[src/hw/rtl/mbasc_pkg.sv]
// ----------------------------------------------------------------------------
// mbasc_pkg
// Shared types, character codes and the hex digit decoder used by the ASCII
// request receiver.
// ----------------------------------------------------------------------------
package mbasc_pkg;

  localparam logic [7:0] CharColon = 8'd58;
  localparam logic [7:0] CharCr    = 8'd13;
  localparam logic [7:0] CharLf    = 8'd10;
  localparam logic [7:0] DigitBase = 8'd48;
  localparam logic [7:0] UpperBase = 8'd55;
  localparam logic [7:0] LowerBase = 8'd87;

  localparam int unsigned NumBytes     = 7;
  localparam int unsigned NumDataBytes = 6;

  localparam logic [2:0] LastIndex  = 3'(NumBytes);
  localparam logic [2:0] DataIndex  = 3'(NumDataBytes);
  localparam logic [7:0] FuncReadHr = 8'd3;

  typedef enum logic [2:0] {
    StatusOk        = 3'd0,
    StatusFormat    = 3'd1,
    StatusLrc       = 3'd2,
    StatusNotAddr   = 3'd3,
    StatusIllegalFn = 3'd4,
    StatusIllegalQt = 3'd5
  } status_e;

  typedef struct packed {
    logic        valid;
    logic [7:0]  station_addr;
    logic [7:0]  function_code;
    logic [15:0] first_register;
    logic [15:0] register_count;
    logic        is_broadcast;
    status_e     status;
  } result_t;

  typedef struct packed {
    logic bad;
    logic [3:0] value;
  } hex_t;

  function automatic hex_t hex_decode(input logic [7:0] c);
    hex_t       h;
    logic [7:0] d;
    h = '{bad: 1'b1, value: 4'd0};
    d = 8'd0;
    if (c >= 8'd48 && c <= 8'd57) begin
      d = c - DigitBase;
      h = '{bad: 1'b0, value: d[3:0]};
    end else if (c >= 8'd65 && c <= 8'd70) begin
      d = c - UpperBase;
      h = '{bad: 1'b0, value: d[3:0]};
    end else if (c >= 8'd97 && c <= 8'd102) begin
      d = c - LowerBase;
      h = '{bad: 1'b0, value: d[3:0]};
    end
    return h;
  endfunction

endpackage

[src/hw/rtl/mbasc_frame.sv]
// ----------------------------------------------------------------------------
// mbasc_frame
// Frame tracker: decodes one character beat, updates the frame state and
// builds the request result when LF closes a frame.
// ----------------------------------------------------------------------------
module mbasc_frame #(
  parameter int unsigned MAX_READ_QUANTITY = 125
) (
  input  logic                clk_i,
  input  logic                rst_ni,
  input  logic                step_i,
  input  logic [7:0]          char_i,
  input  logic [7:0]          slave_address_i,
  output logic                lf_pending_o,
  output mbasc_pkg::result_t  result_o
);

  logic        in_frame_q, in_frame_d;
  logic [3:0]  pending_q, pending_d;
  logic        phase_q, phase_d;
  logic [2:0]  index_q, index_d;
  logic [7:0]  sum_q, sum_d;
  logic        fmt_bad_q, fmt_bad_d;
  logic        saw_cr_q, saw_cr_d;
  logic [7:0]  bytes_q [mbasc_pkg::NumDataBytes];

  mbasc_pkg::hex_t hex;
  logic [7:0]      new_byte;
  logic            byte_done;
  logic            is_colon, is_cr, is_lf;
  logic            fmt_fail;
  logic [15:0]     first_reg, count;

  assign hex      = mbasc_pkg::hex_decode(char_i);
  assign new_byte = {pending_q, hex.value};
  assign is_colon = (char_i == mbasc_pkg::CharColon);
  assign is_cr    = (char_i == mbasc_pkg::CharCr);
  assign is_lf    = (char_i == mbasc_pkg::CharLf);

  assign lf_pending_o = in_frame_q && is_lf;

  always_comb begin
    in_frame_d = in_frame_q;
    pending_d  = pending_q;
    phase_d    = phase_q;
    index_d    = index_q;
    sum_d      = sum_q;
    fmt_bad_d  = fmt_bad_q;
    saw_cr_d   = saw_cr_q;
    byte_done  = 1'b0;
    if (step_i) begin
      priority if (is_colon) begin
        in_frame_d = 1'b1;
        pending_d  = 4'd0;
        phase_d    = 1'b0;
        index_d    = 3'd0;
        sum_d      = 8'd0;
        fmt_bad_d  = 1'b0;
        saw_cr_d   = 1'b0;
      end else if (!in_frame_q) begin
        in_frame_d = 1'b0;
      end else if (is_cr) begin
        fmt_bad_d = fmt_bad_q | saw_cr_q;
        saw_cr_d  = 1'b1;
      end else if (is_lf) begin
        in_frame_d = 1'b0;
      end else if (hex.bad || saw_cr_q || index_q >= mbasc_pkg::LastIndex) begin
        fmt_bad_d = 1'b1;
      end else if (!phase_q) begin
        pending_d = hex.value;
        phase_d   = 1'b1;
      end else begin
        byte_done = 1'b1;
        sum_d     = sum_q + new_byte;
        index_d   = index_q + 3'd1;
        phase_d   = 1'b0;
      end
    end
  end

  always_ff @(posedge clk_i or negedge rst_ni) begin
    if (!rst_ni) begin
      in_frame_q <= 1'b0;
      pending_q  <= 4'd0;
      phase_q    <= 1'b0;
      index_q    <= 3'd0;
      sum_q      <= 8'd0;
      fmt_bad_q  <= 1'b0;
      saw_cr_q   <= 1'b0;
    end else begin
      in_frame_q <= in_frame_d;
      pending_q  <= pending_d;
      phase_q    <= phase_d;
      index_q    <= index_d;
      sum_q      <= sum_d;
      fmt_bad_q  <= fmt_bad_d;
      saw_cr_q   <= saw_cr_d;
    end
  end

  always_ff @(posedge clk_i) begin
    if (byte_done && index_q < mbasc_pkg::DataIndex) begin
      bytes_q[index_q] <= new_byte;
    end
  end

  assign fmt_fail  = fmt_bad_q || !saw_cr_q || (index_q != mbasc_pkg::LastIndex) || phase_q;
  assign first_reg = {bytes_q[2], bytes_q[3]};
  assign count     = {bytes_q[4], bytes_q[5]};

  always_comb begin
    result_o       = '0;
    result_o.valid = step_i && lf_pending_o;
    if (fmt_fail) begin
      result_o.status = mbasc_pkg::StatusFormat;
    end else begin
      result_o.station_addr   = bytes_q[0];
      result_o.function_code  = bytes_q[1];
      result_o.first_register = first_reg;
      result_o.register_count = count;
      result_o.is_broadcast   = (bytes_q[0] == 8'd0);
      priority if (sum_q != 8'd0) begin
        result_o.status = mbasc_pkg::StatusLrc;
      end else if (bytes_q[0] != 8'd0 && bytes_q[0] != slave_address_i) begin
        result_o.status = mbasc_pkg::StatusNotAddr;
      end else if (bytes_q[1] != mbasc_pkg::FuncReadHr) begin
        result_o.status = mbasc_pkg::StatusIllegalFn;
      end else if (count < 16'd1 || count > 16'(MAX_READ_QUANTITY)) begin
        result_o.status = mbasc_pkg::StatusIllegalQt;
      end else begin
        result_o.status = mbasc_pkg::StatusOk;
      end
    end
  end

  a_phase_room: assert property (@(posedge clk_i) disable iff (!rst_ni)
    phase_q |-> index_q < mbasc_pkg::LastIndex)
    else $error("half byte pending with all bytes already complete");

endmodule

[src/hw/rtl/mbasc_result_reg.sv]
// ----------------------------------------------------------------------------
// mbasc_result_reg
// Output register for request results; holds a beat while the sink stalls.
// ----------------------------------------------------------------------------
module mbasc_result_reg (
  input  logic                clk_i,
  input  logic                rst_ni,
  input  mbasc_pkg::result_t  result_i,
  input  logic                out_stall_i,
  output logic                free_o,
  output logic                out_valid_o,
  output mbasc_pkg::result_t  result_o
);

  logic               valid_q, valid_d;
  mbasc_pkg::result_t data_q;

  assign free_o = !valid_q || !out_stall_i;

  always_comb begin
    valid_d = valid_q;
    if (result_i.valid) begin
      valid_d = 1'b1;
    end else if (!out_stall_i) begin
      valid_d = 1'b0;
    end
  end

  always_ff @(posedge clk_i or negedge rst_ni) begin
    if (!rst_ni) begin
      valid_q <= 1'b0;
    end else begin
      valid_q <= valid_d;
    end
  end

  always_ff @(posedge clk_i) begin
    if (result_i.valid) begin
      data_q <= result_i;
    end
  end

  assign out_valid_o = valid_q;
  assign result_o    = data_q;

endmodule

[src/hw/rtl/modbus_ascii_request_receiver_core.sv]
// ----------------------------------------------------------------------------
// modbus_ascii_request_receiver_core
// Receives ASCII request frames one character per beat and returns one
// decoded request with status for every frame closed by LF.
// An accepted LF beat passes the input register, then the result register.
// Throughput: one character per cycle; the input stalls only while an LF beat
// waits behind a result that the sink is stalling.
// Reset: asynchronous, active low; clears frame state, empties both register
// stages and sets the station address to 1.
// ----------------------------------------------------------------------------
module modbus_ascii_request_receiver_core #(
  parameter int unsigned MAX_READ_QUANTITY = 125
) (
  input  logic        clk_i,
  input  logic        rst_ni,
  input  logic        cfg_valid_i,
  output logic        cfg_ready_o,
  input  logic [7:0]  cfg_wdata_i,
  input  logic        in_valid_i,
  output logic        in_stall_o,
  input  logic [7:0]  rx_char_i,
  output logic        out_valid_o,
  input  logic        out_stall_i,
  output logic [7:0]  station_addr_o,
  output logic [7:0]  function_code_o,
  output logic [15:0] first_register_o,
  output logic [15:0] register_count_o,
  output logic        is_broadcast_o,
  output logic [2:0]  status_o
);

  logic       cfg_write;
  logic [7:0] slave_address_q;
  logic       in_valid_q, in_valid_d;
  logic [7:0] in_char_q;
  logic       in_accept, advance, out_free, lf_pending;

  mbasc_pkg::result_t frame_res, out_res;

  assign cfg_ready_o = 1'b1;
  assign cfg_write   = cfg_valid_i && cfg_ready_o;

  always_ff @(posedge clk_i or negedge rst_ni) begin
    if (!rst_ni) begin
      slave_address_q <= 8'd1;
    end else if (cfg_write) begin
      slave_address_q <= cfg_wdata_i;
    end
  end

  assign advance    = !lf_pending || out_free;
  assign in_stall_o = in_valid_q && !advance;
  assign in_accept  = in_valid_i && !in_stall_o;

  always_comb begin
    in_valid_d = in_valid_q;
    if (in_accept) begin
      in_valid_d = 1'b1;
    end else if (advance) begin
      in_valid_d = 1'b0;
    end
  end

  always_ff @(posedge clk_i or negedge rst_ni) begin
    if (!rst_ni) begin
      in_valid_q <= 1'b0;
    end else begin
      in_valid_q <= in_valid_d;
    end
  end

  always_ff @(posedge clk_i) begin
    if (in_accept) begin
      in_char_q <= rx_char_i;
    end
  end

  mbasc_frame #(
    .MAX_READ_QUANTITY (MAX_READ_QUANTITY)
  ) u_frame (
    .clk_i           (clk_i),
    .rst_ni          (rst_ni),
    .step_i          (in_valid_q && advance),
    .char_i          (in_char_q),
    .slave_address_i (slave_address_q),
    .lf_pending_o    (lf_pending),
    .result_o        (frame_res)
  );

  mbasc_result_reg u_result_reg (
    .clk_i       (clk_i),
    .rst_ni      (rst_ni),
    .result_i    (frame_res),
    .out_stall_i (out_stall_i),
    .free_o      (out_free),
    .out_valid_o (out_valid_o),
    .result_o    (out_res)
  );

  assign station_addr_o   = out_res.station_addr;
  assign function_code_o  = out_res.function_code;
  assign first_register_o = out_res.first_register;
  assign register_count_o = out_res.register_count;
  assign is_broadcast_o   = out_res.is_broadcast;
  assign status_o         = out_res.status;

  a_stall_needs_item: assert property (@(posedge clk_i) disable iff (!rst_ni)
    in_stall_o |-> in_valid_q && out_valid_o)
    else $error("input stalled without a held character and result");

  a_format_zeroes: assert property (@(posedge clk_i) disable iff (!rst_ni)
    out_valid_o && status_o == mbasc_pkg::StatusFormat |->
      station_addr_o == 8'd0 && function_code_o == 8'd0 &&
      first_register_o == 16'd0 && register_count_o == 16'd0 && !is_broadcast_o)
    else $error("format failure with nonzero fields");

  a_broadcast_addr: assert property (@(posedge clk_i) disable iff (!rst_ni)
    out_valid_o && is_broadcast_o |-> station_addr_o == 8'd0)
    else $error("broadcast flag with nonzero address");

endmodule
[config.mk]
export PLATFORM = sky130hd
export DESIGN_NAME = modbus_ascii_request_receiver_core
export DESIGN_NICKNAME = d
export VERILOG_FILES = /design/src/hw/rtl/mbasc_pkg.sv /design/src/hw/rtl/mbasc_frame.sv /design/src/hw/rtl/mbasc_result_reg.sv /design/src/hw/rtl/modbus_ascii_request_receiver_core.sv
export SDC_FILE = /design/constraint.sdc
export NUM_CORES = 1
export LEC_CHECK = 0
export BUFFER_PORTS_ARGS = -buffer_cell sky130_fd_sc_hd__buf_2
export CAP_MARGIN = 20
export CORE_UTILIZATION = 30
export CTS_CLUSTER_SIZE = 16
export DETAILED_ROUTE_END_ITERATION = 10
export MAX_ROUTING_LAYER = met4
export SLEW_MARGIN = 20
export SYNTH_ARGS = -nofsm -noshare
export SYNTH_HDL_FRONTEND = slang
export SYNTH_SLANG_ARGS = --single-unit
[constraint.sdc]
create_clock -name clk_i -period 6.6 [get_ports clk_i]
set_input_delay 1.32 -clock clk_i [delete_from_list [all_inputs] [get_ports clk_i]]
set_output_delay 1.32 -clock clk_i [all_outputs]
set_load 0.005 [all_outputs]
# Word level (Yosys, flattened, before mapping)
# Memory sizes are Yosys's and may differ from the RTL's. A register that Yosys moved wholly into a read port is not among the register bits.
# Index checks and enable logic that the tools add are counted.
# op_classes
add_sub_neg	5
n_lt_le_gt_ge	10
eq_ne	12
muxes	56
bitwise_logic	1
reduce_logical	38
# ops
op	n
two-way mux 8 bit	6
two-way mux 1 bit	31
two-way mux 3 bit	8
two-way mux 4 bit	6
== test 8 x 4 -> 1 bit (second input constant)	2
>= comparator 8 x 7 -> 1 bit (second input constant)	2
> comparator 16 x 7 -> 1 bit (second input constant)	1
less-or-equal comparator 8 x 7 -> 1 bit (second input constant)	2
< comparator 16 x 1 -> 1 bit (second input constant)	1
nonzero test 8 bit	2
two-way mux 5 bit	3
AND reduction 6 bit	2
logical AND 1 bit	10
adder 8 bit	1
== test 8 x 6 -> 1 bit (second input constant)	1
>= comparator 8 x 6 -> 1 bit (second input constant)	1
less-or-equal comparator 8 x 6 -> 1 bit (second input constant)	1
zero test 8 bit	1
logical OR 1 bit	8
inequality test 2 x 1 -> 1 bit (second input constant)	4
inequality test 8 x 2 -> 1 bit (second input constant)	1
inequality test 8 bit	1
nonzero test 2 bit	4
subtractor 4 x 3 -> 4 bit (second input constant)	2
15 further kinds	21
# word_totals
reg_bits	73
mem_bits_rw	48
inputBits	21
output_inout_bits	55
word_cells	140
memories	1
# memory_table
memory	words	word_bits	read_ports	rd_ports_with_merged_regs	wr	line_no	text
u_frame.bytes_q	6	8	6	2	1	mbasc_frame.sv:25	logic [7:0] bytes_q [mbasc_pkg::NumDataBytes];

# Longest topological paths before layout
# Gate-level depths: netlist (run 1).
# depth
word_depth	16
depth_mapped	14
ltp_nobuf	14

# By module
# Synthesis (run 1) repeated with hierarchy kept, for this count alone.
# hier_totals
cells_unflattened	380
area_unflattened_um2	5661.7
# by_module_without_submodules
mod	instances	cells_per_inst	area_per_inst_um2	seq_area_each_um2
mbasc_frame	1	289	3408.3	1916.8
mbasc_result_reg	1	57	1609.0	1586.5
modbus_ascii_request_receiver_core	1	34	644.4	466.7

# Least setup slack after synthesis (run 1)
# Ideal clock, no wire load.
# synth_timing
kind	input -> register
startpoint	input out_stall_i
endpoint	register first_register_o[0] (netlist name)
setup_time_ps	462
arrival_ps	3692
required_time_ps	6138
setup_slack_ps	2446
path_stages	2
path_buffers	0
cell_sequence	and2_1 -> nor2_1
# synth_between
elab_chain_len	5
# synth_rtl
element	line_no	text
start, declared	modbus_ascii_request_receiver_core.sv:23	input logic out_stall_i,
zero test 1 bit	mbasc_result_reg.sv:18	assign free_o = !valid_q || !out_stall_i;
logical OR 1 bit	mbasc_result_reg.sv:18	
logical OR 1 bit	modbus_ascii_request_receiver_core.sv:51	assign advance = !lf_pending || out_free;
logical AND 1 bit	modbus_ascii_request_receiver_core.sv:83	.step_i (in_valid_q && advance),
logical AND 1 bit	mbasc_frame.sv:113	result_o.valid = step_i && lf_pending_o;
# Every way passes these cells.
# A chain may end at the register's enable or synchronous reset.

==> results.md, run 1 <==
- Synth Instances: 384
- ANT nets after route: 0
- Critical path type: register to register
- Cell Rows: 49
- Rel. slew slack: 30.9%
- Req. time, crit path: 6.92 ns
- Sum of negative setup slack: 0 ns
- PortBufs: 74
- Clock buffer depth: 2
- Antenna Cells: 0
- Leak: 2.49 nW
- Power Dens Cells: 290 nW/um^2
- R2R setup slack: 3.01 ns
- Average cell area after synthesis: 14.7 um^2
- Worst hold path stage count: 1
- DR iter-0 viols: 208
- CP max-delay cell: nor2_1
- Slew Viols, Final: 0
- Worst-path cell chain: inv_1 > ha_1 > o21bai_1 > a21oi_1 > nor2_1 > nor2_1 > ha_1 > nand3_1 > o211ai_1 > o41ai_1 > xor2_1 > or3_1 > o21ai_0
- Vias/cell: 4.64
- Top-level I/O count: 76
- Post-synth top flop: edfxtp_1
- Grt ovf: 0
- Switching Share: 19.3%
- Most common cell in the netlist: edfxtp_1
- Fin Hold WS: 0.519 ns
- Hold path endpoint: first_register_o[13]
- Die Width: 139 um
- Synth area leaders: edfxtp_1 57%, dfrtp_1 12%, and2_1 5.5%
- FF-to-FF path depth: 13
- Initial core utilization: 31.1%
- Number of flops mapped to enable cells by yosys: 108
- Clock transition at path regs: 0.06 ns
- Die H: 139 um
- Worst IR Drop VDD: 0.169 mV
- Leading area contributor after synthesis: edfxtp_1
- Num CTS Buffers: 17
- Synth top area share: 57.3%
- Final net count: 501
- Type of the most critical hold path: register to register
- Slew at the pin with the worst max-slew slack: 1.03 ns
- Post-route DRC: 0
- Clk sinks: 137
- Core Area: 18200 um^2
- Status: completed
- Postcts setup bufs: 0
- Flops & latches, synth: 137
- FMAX: 279 MHz
- Synth top cells by count: 108 x edfxtp_1, 50 x and2_1, 28 x dfrtp_1, 23 x nand2_1
- CP max stage delay: 0.61 ns
- Crit path max-delay family: simple AND/OR/NAND/NOR gates
- Cts-stage hold buffer count: 0
- P&R area growth vs syn: 22.4%
- Initial antenna violation count: 0
- Post-synth ARST share: 21.2%
- Final GP Congestion: 0.761
- Final Hold Viols: 0
- Psw: 0.389 mW
- Pin count of the biggest net entering global routing: 53
- RR Endpoint: u_frame.sum_q[7]
- Post-synthesis sequential area ratio: 70.2%
- Clk root buf: clkbuf_16
- Max-cap violations: 0
- WL final: 10400 um
- DP HPWL: 7200 um
- Arr. time, crit path: 3.91 ns
- Initial DRT Pass Iterations: 4
- Via count: 3282
- Combinational Power Share: 2.7%
- Cell Area, Synth: 5660 um^2
- Post-Syn Nets: 419
- Total die area: 19400 um^2
- Final setup vio count: 0
- Post_cts resized: 0
- Worst Path Max Fanout: 8
- Sequential share of power: 47.9%
- Tot GR Track Use: 11.8%
- Final clock skew: 0.00652 ns
- Final period utilization: 54.4%
- Ys Warns: 0
- CP Launch Type: register
- CTS tree: done
- WL/cell: 14.7 um
- First-pass GRT wire length: 17100 um
- Vias in the first global route: 3213
- H-tree levels: 4
- Hold Startpoint: u_frame.bytes_q[2][5]
- Clk_lat worst skew: 0.41 ns
- Crit path capture type: register
- Post-synth cell types: 57
- Internal power: 1.62 mW
- RSZ-0062 raised after global routing: no
- Final min period: 3.59 ns
- Clk pwr share: 49.4%
- Layout cells sized above 1: 27.1%
- FF-to-FF Start: in_char_q[1]
- CP Buf/Inv Count: 1
layout make-up:
cell class / count / area (um^2)
flip-flops and latches: 137 / 3970
repair buffers: 76 / 385
clock buffers: 21 / 460
well taps: 229 / 287
inverters: 13 / 48.8
clock inverters: 11 / 171
fillers: 1708 / 11300
multi-input cells: 221 / 1600
power groups by stage:
stage,combinational [mW],clock [mW],sequential [mW]
2_1_floorplan,0.0401,0,0.972
3_3_place_gp,0.0520,0,0.980
3_5_place_dp,0.0542,0,0.981
4_1_cts,0.0549,1.02,0.964
5_1_grt,0.0610,1.05,0.966
6_report,0.0538,0.993,0.963
state kept, by name (all words and copies together) (netlist names):
| name | flops |
|---|---|
| u_frame.phase_q | 1 |
| in_valid_q | 1 |
| u_frame.bytes_q | 48 |
| u_frame.pending_q | 4 |
| u_frame.sum_q | 8 |
| u_frame.fmt_bad_q | 1 |
| u_frame.index_q | 3 |
| slave_address_q | 8 |
| u_frame.in_frame_q | 1 |
| first_register_o | 16 |
| u_frame.saw_cr_q | 1 |
| in_char_q | 8 |
| u_result_reg.out_valid_o | 1 |
| u_result_reg.result_o | 36 |
placed cells by master, fill, tap and decap left out, types with 3 or more instances in the layout:
| cell type | n |
|---|---|
| bufinv_16 | 4 |
| a21oi_1 | 8 |
| xnor2_1 | 9 |
| clkbuf_16 | 17 |
| inv_1 | 13 |
| nor2_1 | 11 |
| o31ai_1 | 3 |
| clkinv_4 | 3 |
| o21ai_0 | 12 |
| buf_2 | 74 |
| nand4_1 | 4 |
| and2_1 | 50 |
| nor4_1 | 7 |
| nor2b_1 | 5 |
| nand3_1 | 6 |
| edfxtp_1 | 108 |
| dfrtp_1 | 28 |
| nand2_1 | 23 |
| o41ai_1 | 3 |
| a22o_1 | 7 |
| mux2_2 | 9 |
| nor3_1 | 5 |
| a21boi_0 | 4 |
| ha_1 | 13 |
| nor3b_2 | 3 |
worst max-delay path by stage:
| stage | from | cells after the start | to |
|---|---|---|---|
| global route | in_char_q[1] | 13 | u_frame.sum_q[6] |
| finish | in_char_q[1] | 13 | u_frame.sum_q[7] |
| CTS | in_char_q[3] | 11 | u_frame.sum_q[6] |
| global placement | in_char_q[3] | 11 | u_frame.sum_q[7] |
| detailed placement | in_char_q[3] | 11 | u_frame.sum_q[6] |
| floorplan | out_stall_i | 2 | first_register_o[0] |
routing by layer:
metal / global-route usage, % / routed length [um]
met1: 14.4 / 4700
met2: 18.1 / 4940
met3: 3.41 / 554
met4: 5.38 / 182
met5: - / 0
cells by family (layout without fill, tap and decap cells):
group / after synthesis / count (layout) / synth area share [%]
other: 1 / 1 / 0.0663
AO/OA/AOI/OAI: 54 / 54 / 7.27
adder cells (fa/ha/maj): 14 / 14 / 3.23
AND/OR/NAND/NOR: 132 / 132 / 13.8
multiplexers: 9 / 9 / 1.79
buffers and inverters: 26 / 121 / 2.03
XOR/XNOR: 11 / 11 / 1.70
flip-flops: 137 / 137 / 70.2
worst reg2reg max path, delay by kind of cell, from the launching register on:
| family | cells | cell delay [ns] |
|---|---|---|
| adders and majority gates | 2 | 0.64 |
| and+or+nand+nor | 4 | 1.13 |
| DFF | 1 | 0.46 |
| xor gates and xnor gates | 1 | 0.14 |
| AOI/OAI and AO/OA | 5 | 1.03 |
| buffers and inverters | 1 | 0.12 |
per-stage QoR:
step	setup WS (ns)	utilization, %	instance area [um^2]	cells	power [mW]
final	3.01	38.0	6930	708	2.01
after global routing	2.60	38.0	6930	708	2.08
after CTS	2.76	38.0	6910	708	2.03
after detailed placement	2.85	34.5	6280	676	1.03
after global placement	3.09	34.5	6280	676	1.03
after floorplan	2.45	-	5660	384	1.01
Note: power is estimated with default switching activity, not from simulation.
==> run 2: changes to the inputs <==
==> constraint.sdc (replaced) <==
create_clock -name clk_i -period 3.7 [get_ports clk_i]
set_input_delay 0.74 -clock clk_i [delete_from_list [all_inputs] [get_ports clk_i]]
set_output_delay 0.74 -clock clk_i [all_outputs]
set_load 0.005 [all_outputs]
==> run 2 against run 1 <==
Net effect: non-clock buffer count increased by 7; fmax increased by 5.6%; cell count increased by 0.99%; critical path depth decreased by 2; count of clock-buffer cells in the layout decreased by 3; first-iteration DRC count decreased by 13%.
==> results.md, run 2 (synthesized netlist as in run 1, its figures left out) <==
- H-tree levels: 4 (unchanged)
- CP endpoint: u_frame.sum_q[6] (was u_frame.sum_q[7])
- Final setup vio count: 0 (unchanged)
- PortBufs: 74 (unchanged)
- Die H: 139 um (unchanged)
- Slew Viols, Final: 0 (unchanged)
- CTS tree: done (unchanged)
- Arr. time, crit path: 3.71 ns (was 3.91 ns)
- Initial DRT Pass Iterations: 4 (unchanged)
- Max reg flops: 48 (unchanged)
- First-pass GRT wire length: 17100 um (about the same)
- Post-route DRC: 0 (unchanged)
- Pin count of the biggest net entering global routing: 53 (unchanged)
- DP HPWL: 7270 um (was 7200 um)
- Initial core utilization: 31.1% (unchanged)
- Req. time, crit path: 4.01 ns (was 6.92 ns)
- ANT nets after route: 0 (unchanged)
- Cell Count, Final, Fillers Out: 715 (was 708)
- Vias/cell: 4.62 (was 4.64)
- GR met1 Demand/Resource: 13.5% (was 14.4%)
- Tot Pwr: 3.61 mW (was 2.01 mW)
- Leak: 2.50 nW (was 2.49 nW)
- Via count: 3300 (was 3282)
- CP Launch Type: register (unchanged)
- Status: completed (unchanged)
- Tot GR Track Use: 12.0% (was 11.8%)
- Dpl cells: 683 (was 676)
- Gr busiest metal: met2 (unchanged)
- Final period utilization: 91.8% (was 54.4%)
- WL/cell: 14.8 um (was 14.7 um)
- RSZ-0062 raised after global routing: no (unchanged)
- FMAX: 294 MHz (was 279 MHz)
- Most common cell after layout, fill and taps aside: edfxtp_1 (unchanged)
- Sum of negative setup slack: 0 ns (unchanged)
- Clk sinks: 137 (unchanged)
- Final GP Congestion: 0.776 (was 0.761)
- Worst Path Max Fanout: 9 (was 8)
- Worst IR Drop VDD: 0.250 mV (was 0.169 mV)
- Core Area: 18200 um^2 (unchanged)
- GR Util met3: 4.65% (was 3.41%)
- Clk_lat worst skew: 0.41 ns (about the same)
- R2R setup slack: 0.30 ns (was 3.01 ns)
- Layout cells sized above 1: 27.4% (was 27.1%)
- P&R area growth vs syn: 23.1% (was 22.4%)
- Cts-stage hold buffer count: 0 (unchanged)
- Final Hold Viols: 0 (unchanged)
- Final min period: 3.40 ns (was 3.59 ns)
- Max-cap violations: 0 (unchanged)
- Total die area: 19400 um^2 (unchanged)
- Clock buffer depth: 2 (unchanged)
- Initial antenna violation count: 0 (unchanged)
- Vias in the first global route: 3349 (was 3213)
- FF-to-FF path depth: 11 (was 13)
- Power Dens Cells: 518 nW/um^2 (was 290 nW/um^2)
- Critical path type: register to register (unchanged)
- Post_cts resized: 0 (unchanged)
- Pre-CTS setup slack: 0.427 ns (was 2.85 ns)
- Cell Rows: 49 (unchanged)
- Commonest cells after routing, fill and taps aside: 108 x edfxtp_1, 74 x buf_2, 50 x and2_1, 28 x dfrtp_1, 23 x nand2_1 (unchanged)
- Type of the most critical hold path: input pin to asynchronous set/reset pin (was register to register)
- Grt ovf: 0 (unchanged)
- Antenna Cells: 0 (unchanged)
- Crit path capture type: register (unchanged)
- Top-level I/O count: 76 (unchanged)
- Postcts setup bufs: 0 (unchanged)
- Clock transition at path regs: 0.06 ns (about the same)
- Final net count: 508 (was 501)
- Biggest register: u_frame.bytes_q (unchanged)
- Crit path from: in_char_q[3] (was in_char_q[1])
- Slew at the pin with the worst max-slew slack: 0.678 ns (was 1.03 ns)
- FF-to-FF Start: in_char_q[3] (was in_char_q[1])
- Global-route track usage on met2: 19.3% (was 18.1%)
- DR iter-0 viols: 182 (was 208)
- Num CTS Buffers: 17 (unchanged)
- Rel. slew slack: 54.7% (was 30.9%)
- Die Width: 139 um (unchanged)
- Clk root buf: clkbuf_16 (unchanged)
- RR Endpoint: u_frame.sum_q[6] (was u_frame.sum_q[7])
- Final clock skew: 0.00719 ns (was 0.00652 ns)
- Final setup margin: 0.304 ns (was 3.01 ns)
- WL final: 10600 um (was 10400 um)
## run 2: cell types whose count changed in the layout (fill, tap and decap cells not counted)
cell | previous run | this run
nor3b_2 | 3 | 0
clkbuf_1 | 2 | 1
clkbuf_8 | 2 | 0
bufinv_16 | 4 | 5
clkinvlp_4 | 1 | 5
o21ai_0 | 12 | 13
clkinv_4 | 3 | 0
o21ai_1 | 1 | 0
clkinv_1 | 1 | 3
nor3b_1 | 1 | 4
buf_4 | 2 | 9
inv_6 | 1 | 0
## run 2: worst min-delay path by stage
| stage | start | to | slack, ns | depth (start not counted) |
|---|---|---|---|---|
| floorplan | rst_ni | in_valid_q | 0.44 | 0 |
| global placement | u_frame.sum_q[6] | u_frame.sum_q[6] | 0.50 | 2 |
| detailed placement | u_frame.sum_q[2] | u_frame.sum_q[2] | 0.50 | 2 |
| CTS | rst_ni | slave_address_q[1] | 0.36 | 1 |
| global route | rst_ni | slave_address_q[3] | 0.41 | 1 |
| finish | rst_ni | slave_address_q[3] | 0.35 | 1 |
## run 2: per-stage QoR
step	utilization (%)	cell area (um^2)	hold WS, ns
CTS	38.2	6960	0.362
global route	38.2	6960	0.409
detailed placement	34.8	6330	0.502
global placement	34.8	6330	0.499
finish	38.2	6960	0.354
floorplan	-	5660	0.444
## run 2: per-layer routing
metal | share of wire [%] | up-vias
li1 | - | 1607
met1 | 44 | 1576
met2 | 48 | 100
met3 | 6.3 | 17
met4 | 1.7 | 0
met5 | 0 | -
## run 2: critical path: stages, from the launching register on
cell	delay, ns
edfxtp_1	0.47
nor4b_1	0.40
o311a_2	0.34
a22o_1	0.41
inv_1	0.12
fa_1	0.45
nor2b_1	0.16
o21ai_0	0.12
a21boi_0	0.28
o21ai_0	0.13
nor3b_1	0.16
o31ai_1	0.25
## run 2: final cells by class
type	instances	area, um^2
clock inverter	14	204
inverter	13	48.8
fill	1678	11200
clock buffer	18	429
tap	229	287
multi-input combinational	221	1590
timing repair buffer	83	438
sequential	137	3970
## run 2: where the power goes
| part | internal [mW] | total [mW] | switching [mW] |
|---|---|---|---|
| combinational | 0.0469 | 0.0982 | 0.0513 |
| clock | 1.18 | 1.79 | 0.609 |
| sequential | 1.68 | 1.72 | 0.0362 |
| total | 2.91 | 3.61 | 0.697 |
==> run 3: changes to the inputs <==
--- a/config.mk
+++ b/config.mk
@@ -8,6 +8,7 @@
 export BUFFER_PORTS_ARGS = -buffer_cell sky130_fd_sc_hd__buf_2
 export CAP_MARGIN = 20
 export CORE_UTILIZATION = 30
+export CTS_BUF_LIST = sky130_fd_sc_hd__clkbuf_4 sky130_fd_sc_hd__clkbuf_8
 export CTS_CLUSTER_SIZE = 16
 export DETAILED_ROUTE_END_ITERATION = 10
 export MAX_ROUTING_LAYER = met4
==> run 3 against run 2 <==
Net effect: clock skew increased by 0.0073 ns; worst setup slack improved by 0.013 ns; total power decreased by 12%; critical endpoint unchanged; largest power group is now sequential cells.
==> results.md, run 3 (synthesized netlist as in run 1, its figures left out) <==
- Final setup vio count: 0 (unchanged)
- Combinational Power Share: 3.1% (was 2.7%)
- Biggest register: u_frame.bytes_q (unchanged)
- Dpl cells: 683 (unchanged)
- PortBufs: 74 (unchanged)
- Arr. time, crit path: 3.72 ns (was 3.71 ns)
- H-tree levels: 4 (unchanged)
- Tot Pwr: 3.17 mW (was 3.61 mW)
- Clk pwr share: 42.7% (was 49.7%)
- Final GP Congestion: 0.776 (unchanged)
- Req. time, crit path: 4.04 ns (was 4.01 ns)
- Clock buffer depth: 2 (unchanged)
- Worst IR Drop VDD: 0.218 mV (was 0.250 mV)
- Critical path type: register to register (unchanged)
- Initial DRT Pass Iterations: 4 (unchanged)
- CP Launch Type: register (unchanged)
- Clk sinks: 137 (unchanged)
- Clk_lat worst skew: 0.44 ns (was 0.41 ns)
- R2R setup slack: 0.32 ns (was 0.30 ns)
- Die Width: 139 um (unchanged)
- CP Buf/Inv Count: 1 (unchanged)
- P&R area growth vs syn: 19.7% (was 23.1%)
- ANT nets after route: 0 (unchanged)
- Type of the most critical hold path: input pin to asynchronous set/reset pin (unchanged)
- Commonest cells after routing, fill and taps aside: 108 x edfxtp_1, 74 x buf_2, 50 x and2_1, 28 x dfrtp_1, 23 x nand2_1 (unchanged)
- Max-cap violations: 0 (unchanged)
- Internal power: 2.53 mW (was 2.91 mW)
- CP most frequent cell: o21ai_0 (unchanged)
- Antenna Cells: 0 (unchanged)
- Crit path capture type: register (unchanged)
- Fin util: 37.2% (was 38.2%)
- Final Hold Viols: 0 (unchanged)
- CP max stage delay: 0.49 ns (was 0.47 ns)
- Final clock skew: 0.0145 ns (was 0.00719 ns)
- First-pass GRT wire length: 17000 um (was 17100 um)
- Clk root buf: clkbuf_8 (was clkbuf_16)
- RSZ-0062 raised after global routing: no (unchanged)
- Vias/cell: 4.56 (was 4.62)
- Slew at the pin with the worst max-slew slack: 0.678 ns (about the same)
- Pin count of the biggest net entering global routing: 53 (unchanged)
- WL final: 10500 um (was 10600 um)
- Tot GR Track Use: 11.9% (was 12.0%)
- DR iter-0 viols: 189 (was 182)
- Postcts setup bufs: 0 (unchanged)
- Cell Count, Final, Fillers Out: 715 (unchanged)
- CTS tree: done (unchanged)
- Via count: 3257 (was 3300)
- Power Dens Cells: 467 nW/um^2 (was 518 nW/um^2)
- Vias in the first global route: 3316 (was 3349)
- Worst Path Max Fanout: 9 (unchanged)
- DP HPWL: 7270 um (unchanged)
- WL/cell: 14.7 um (was 14.8 um)
- Final net count: 508 (unchanged)
- Psw: 0.640 mW (was 0.697 mW)
- CP max-delay cell: edfxtp_1 (unchanged)
- Top-level I/O count: 76 (unchanged)
- Levels on crit path: 11 (unchanged)
- Post_cts resized: 0 (unchanged)
- Clock transition at path regs: 0.08 ns (was 0.06 ns)
- Status: completed (unchanged)
- Total die area: 19400 um^2 (unchanged)
- Sum of negative setup slack: 0 ns (unchanged)
- Initial antenna violation count: 0 (unchanged)
- Leak: 2.42 nW (was 2.50 nW)
- Worst-path cell chain: nor4b_1 > o311a_2 > a22o_1 > inv_1 > fa_1 > nor2b_1 > o21ai_0 > a21boi_0 > o21ai_0 > nor3b_1 > o31ai_1 (unchanged)
- FMAX: 296 MHz (was 294 MHz)
- RR Endpoint: u_frame.sum_q[6] (unchanged)
- Post-route DRC: 0 (unchanged)
- Max reg flops: 48 (unchanged)
- Grt ovf: 0 (unchanged)
- Final min period: 3.38 ns (was 3.40 ns)
- Most common cell after layout, fill and taps aside: edfxtp_1 (unchanged)
- Rel. slew slack: 54.7% (about the same)
- FF-to-FF path depth: 11 (unchanged)
- Initial core utilization: 31.1% (unchanged)
- Crit path max-delay family: compound AO/OA/AOI/OAI gates (unchanged)
- Final period utilization: 91.4% (was 91.8%)
- Cts-stage hold buffer count: 0 (unchanged)
- Switching Share: 20.2% (was 19.3%)
- Die H: 139 um (unchanged)
- FF-to-FF Start: in_char_q[3] (unchanged)
- Core Area: 18200 um^2 (unchanged)
- Cell Rows: 49 (unchanged)
- Slew Viols, Final: 0 (unchanged)
- Layout cells sized above 1: 27.6% (was 27.4%)
- Sequential share of power: 54.2% (was 47.6%)
- Num CTS Buffers: 17 (unchanged)
run 3: changes by cell type in the layout (fill, tap and decap cells not counted):
cell       previous run  this run
clkbuf_8              0        17
clkbuf_4              0         1
clkbuf_1              1         0
clkbuf_16            17         0
run 3: cell type report:
cell class                 instances  area, um^2
fill                            1696       11400
sequential                       137        3970
multi-input combinational        221        1590
timing repair buffer              83         438
tap                              229         287
clock buffer                      18         241
clock inverter                    14         204
inverter                          13        48.8
run 3: worst max path at each step:
stage | start | to | slack (ns)
after floorplan | in_char_q[0] | first_register_o[0] | 0.65
after global placement | in_char_q[3] | u_frame.sum_q[6] | 0.58
after detailed placement | in_char_q[3] | u_frame.sum_q[6] | 0.43
after CTS | in_char_q[3] | u_frame.sum_q[6] | 0.35
after global routing | in_char_q[1] | u_frame.sum_q[6] | 0.03
final | in_char_q[3] | u_frame.sum_q[6] | 0.32
run 3: power groups by stage:
stage / Clock, mW / Combinational [mW] / Sequential, mW
after floorplan: 0 / 0.0715 / 1.73
after global placement: 0 / 0.0958 / 1.75
after detailed placement: 0 / 0.0991 / 1.75
after CTS: 1.38 / 0.0997 / 1.72
after global routing: 1.44 / 0.111 / 1.72
final: 1.35 / 0.0978 / 1.72
run 3: metal layers:
layer / wire length (um) / global-route usage [%] / up-vias
li1: - / - / 1600
met1: 4650 / 13.5 / 1543
met2: 5100 / 19.3 / 99
met3: 593 / 4.23 / 15
met4: 159 / 4.80 / 0
met5: 0 / - / -
run 3: through the flow:
| step | area (um^2) | setup WS, ns | hold WS, ns |
|---|---|---|---|
| after global routing | 6780 | 0.0346 | 0.366 |
| after detailed placement | 6330 | 0.427 | 0.502 |
| after global placement | 6330 | 0.575 | 0.499 |
| after floorplan | 5660 | 0.651 | 0.444 |
| final | 6780 | 0.317 | 0.322 |
| after CTS | 6780 | 0.350 | 0.321 |
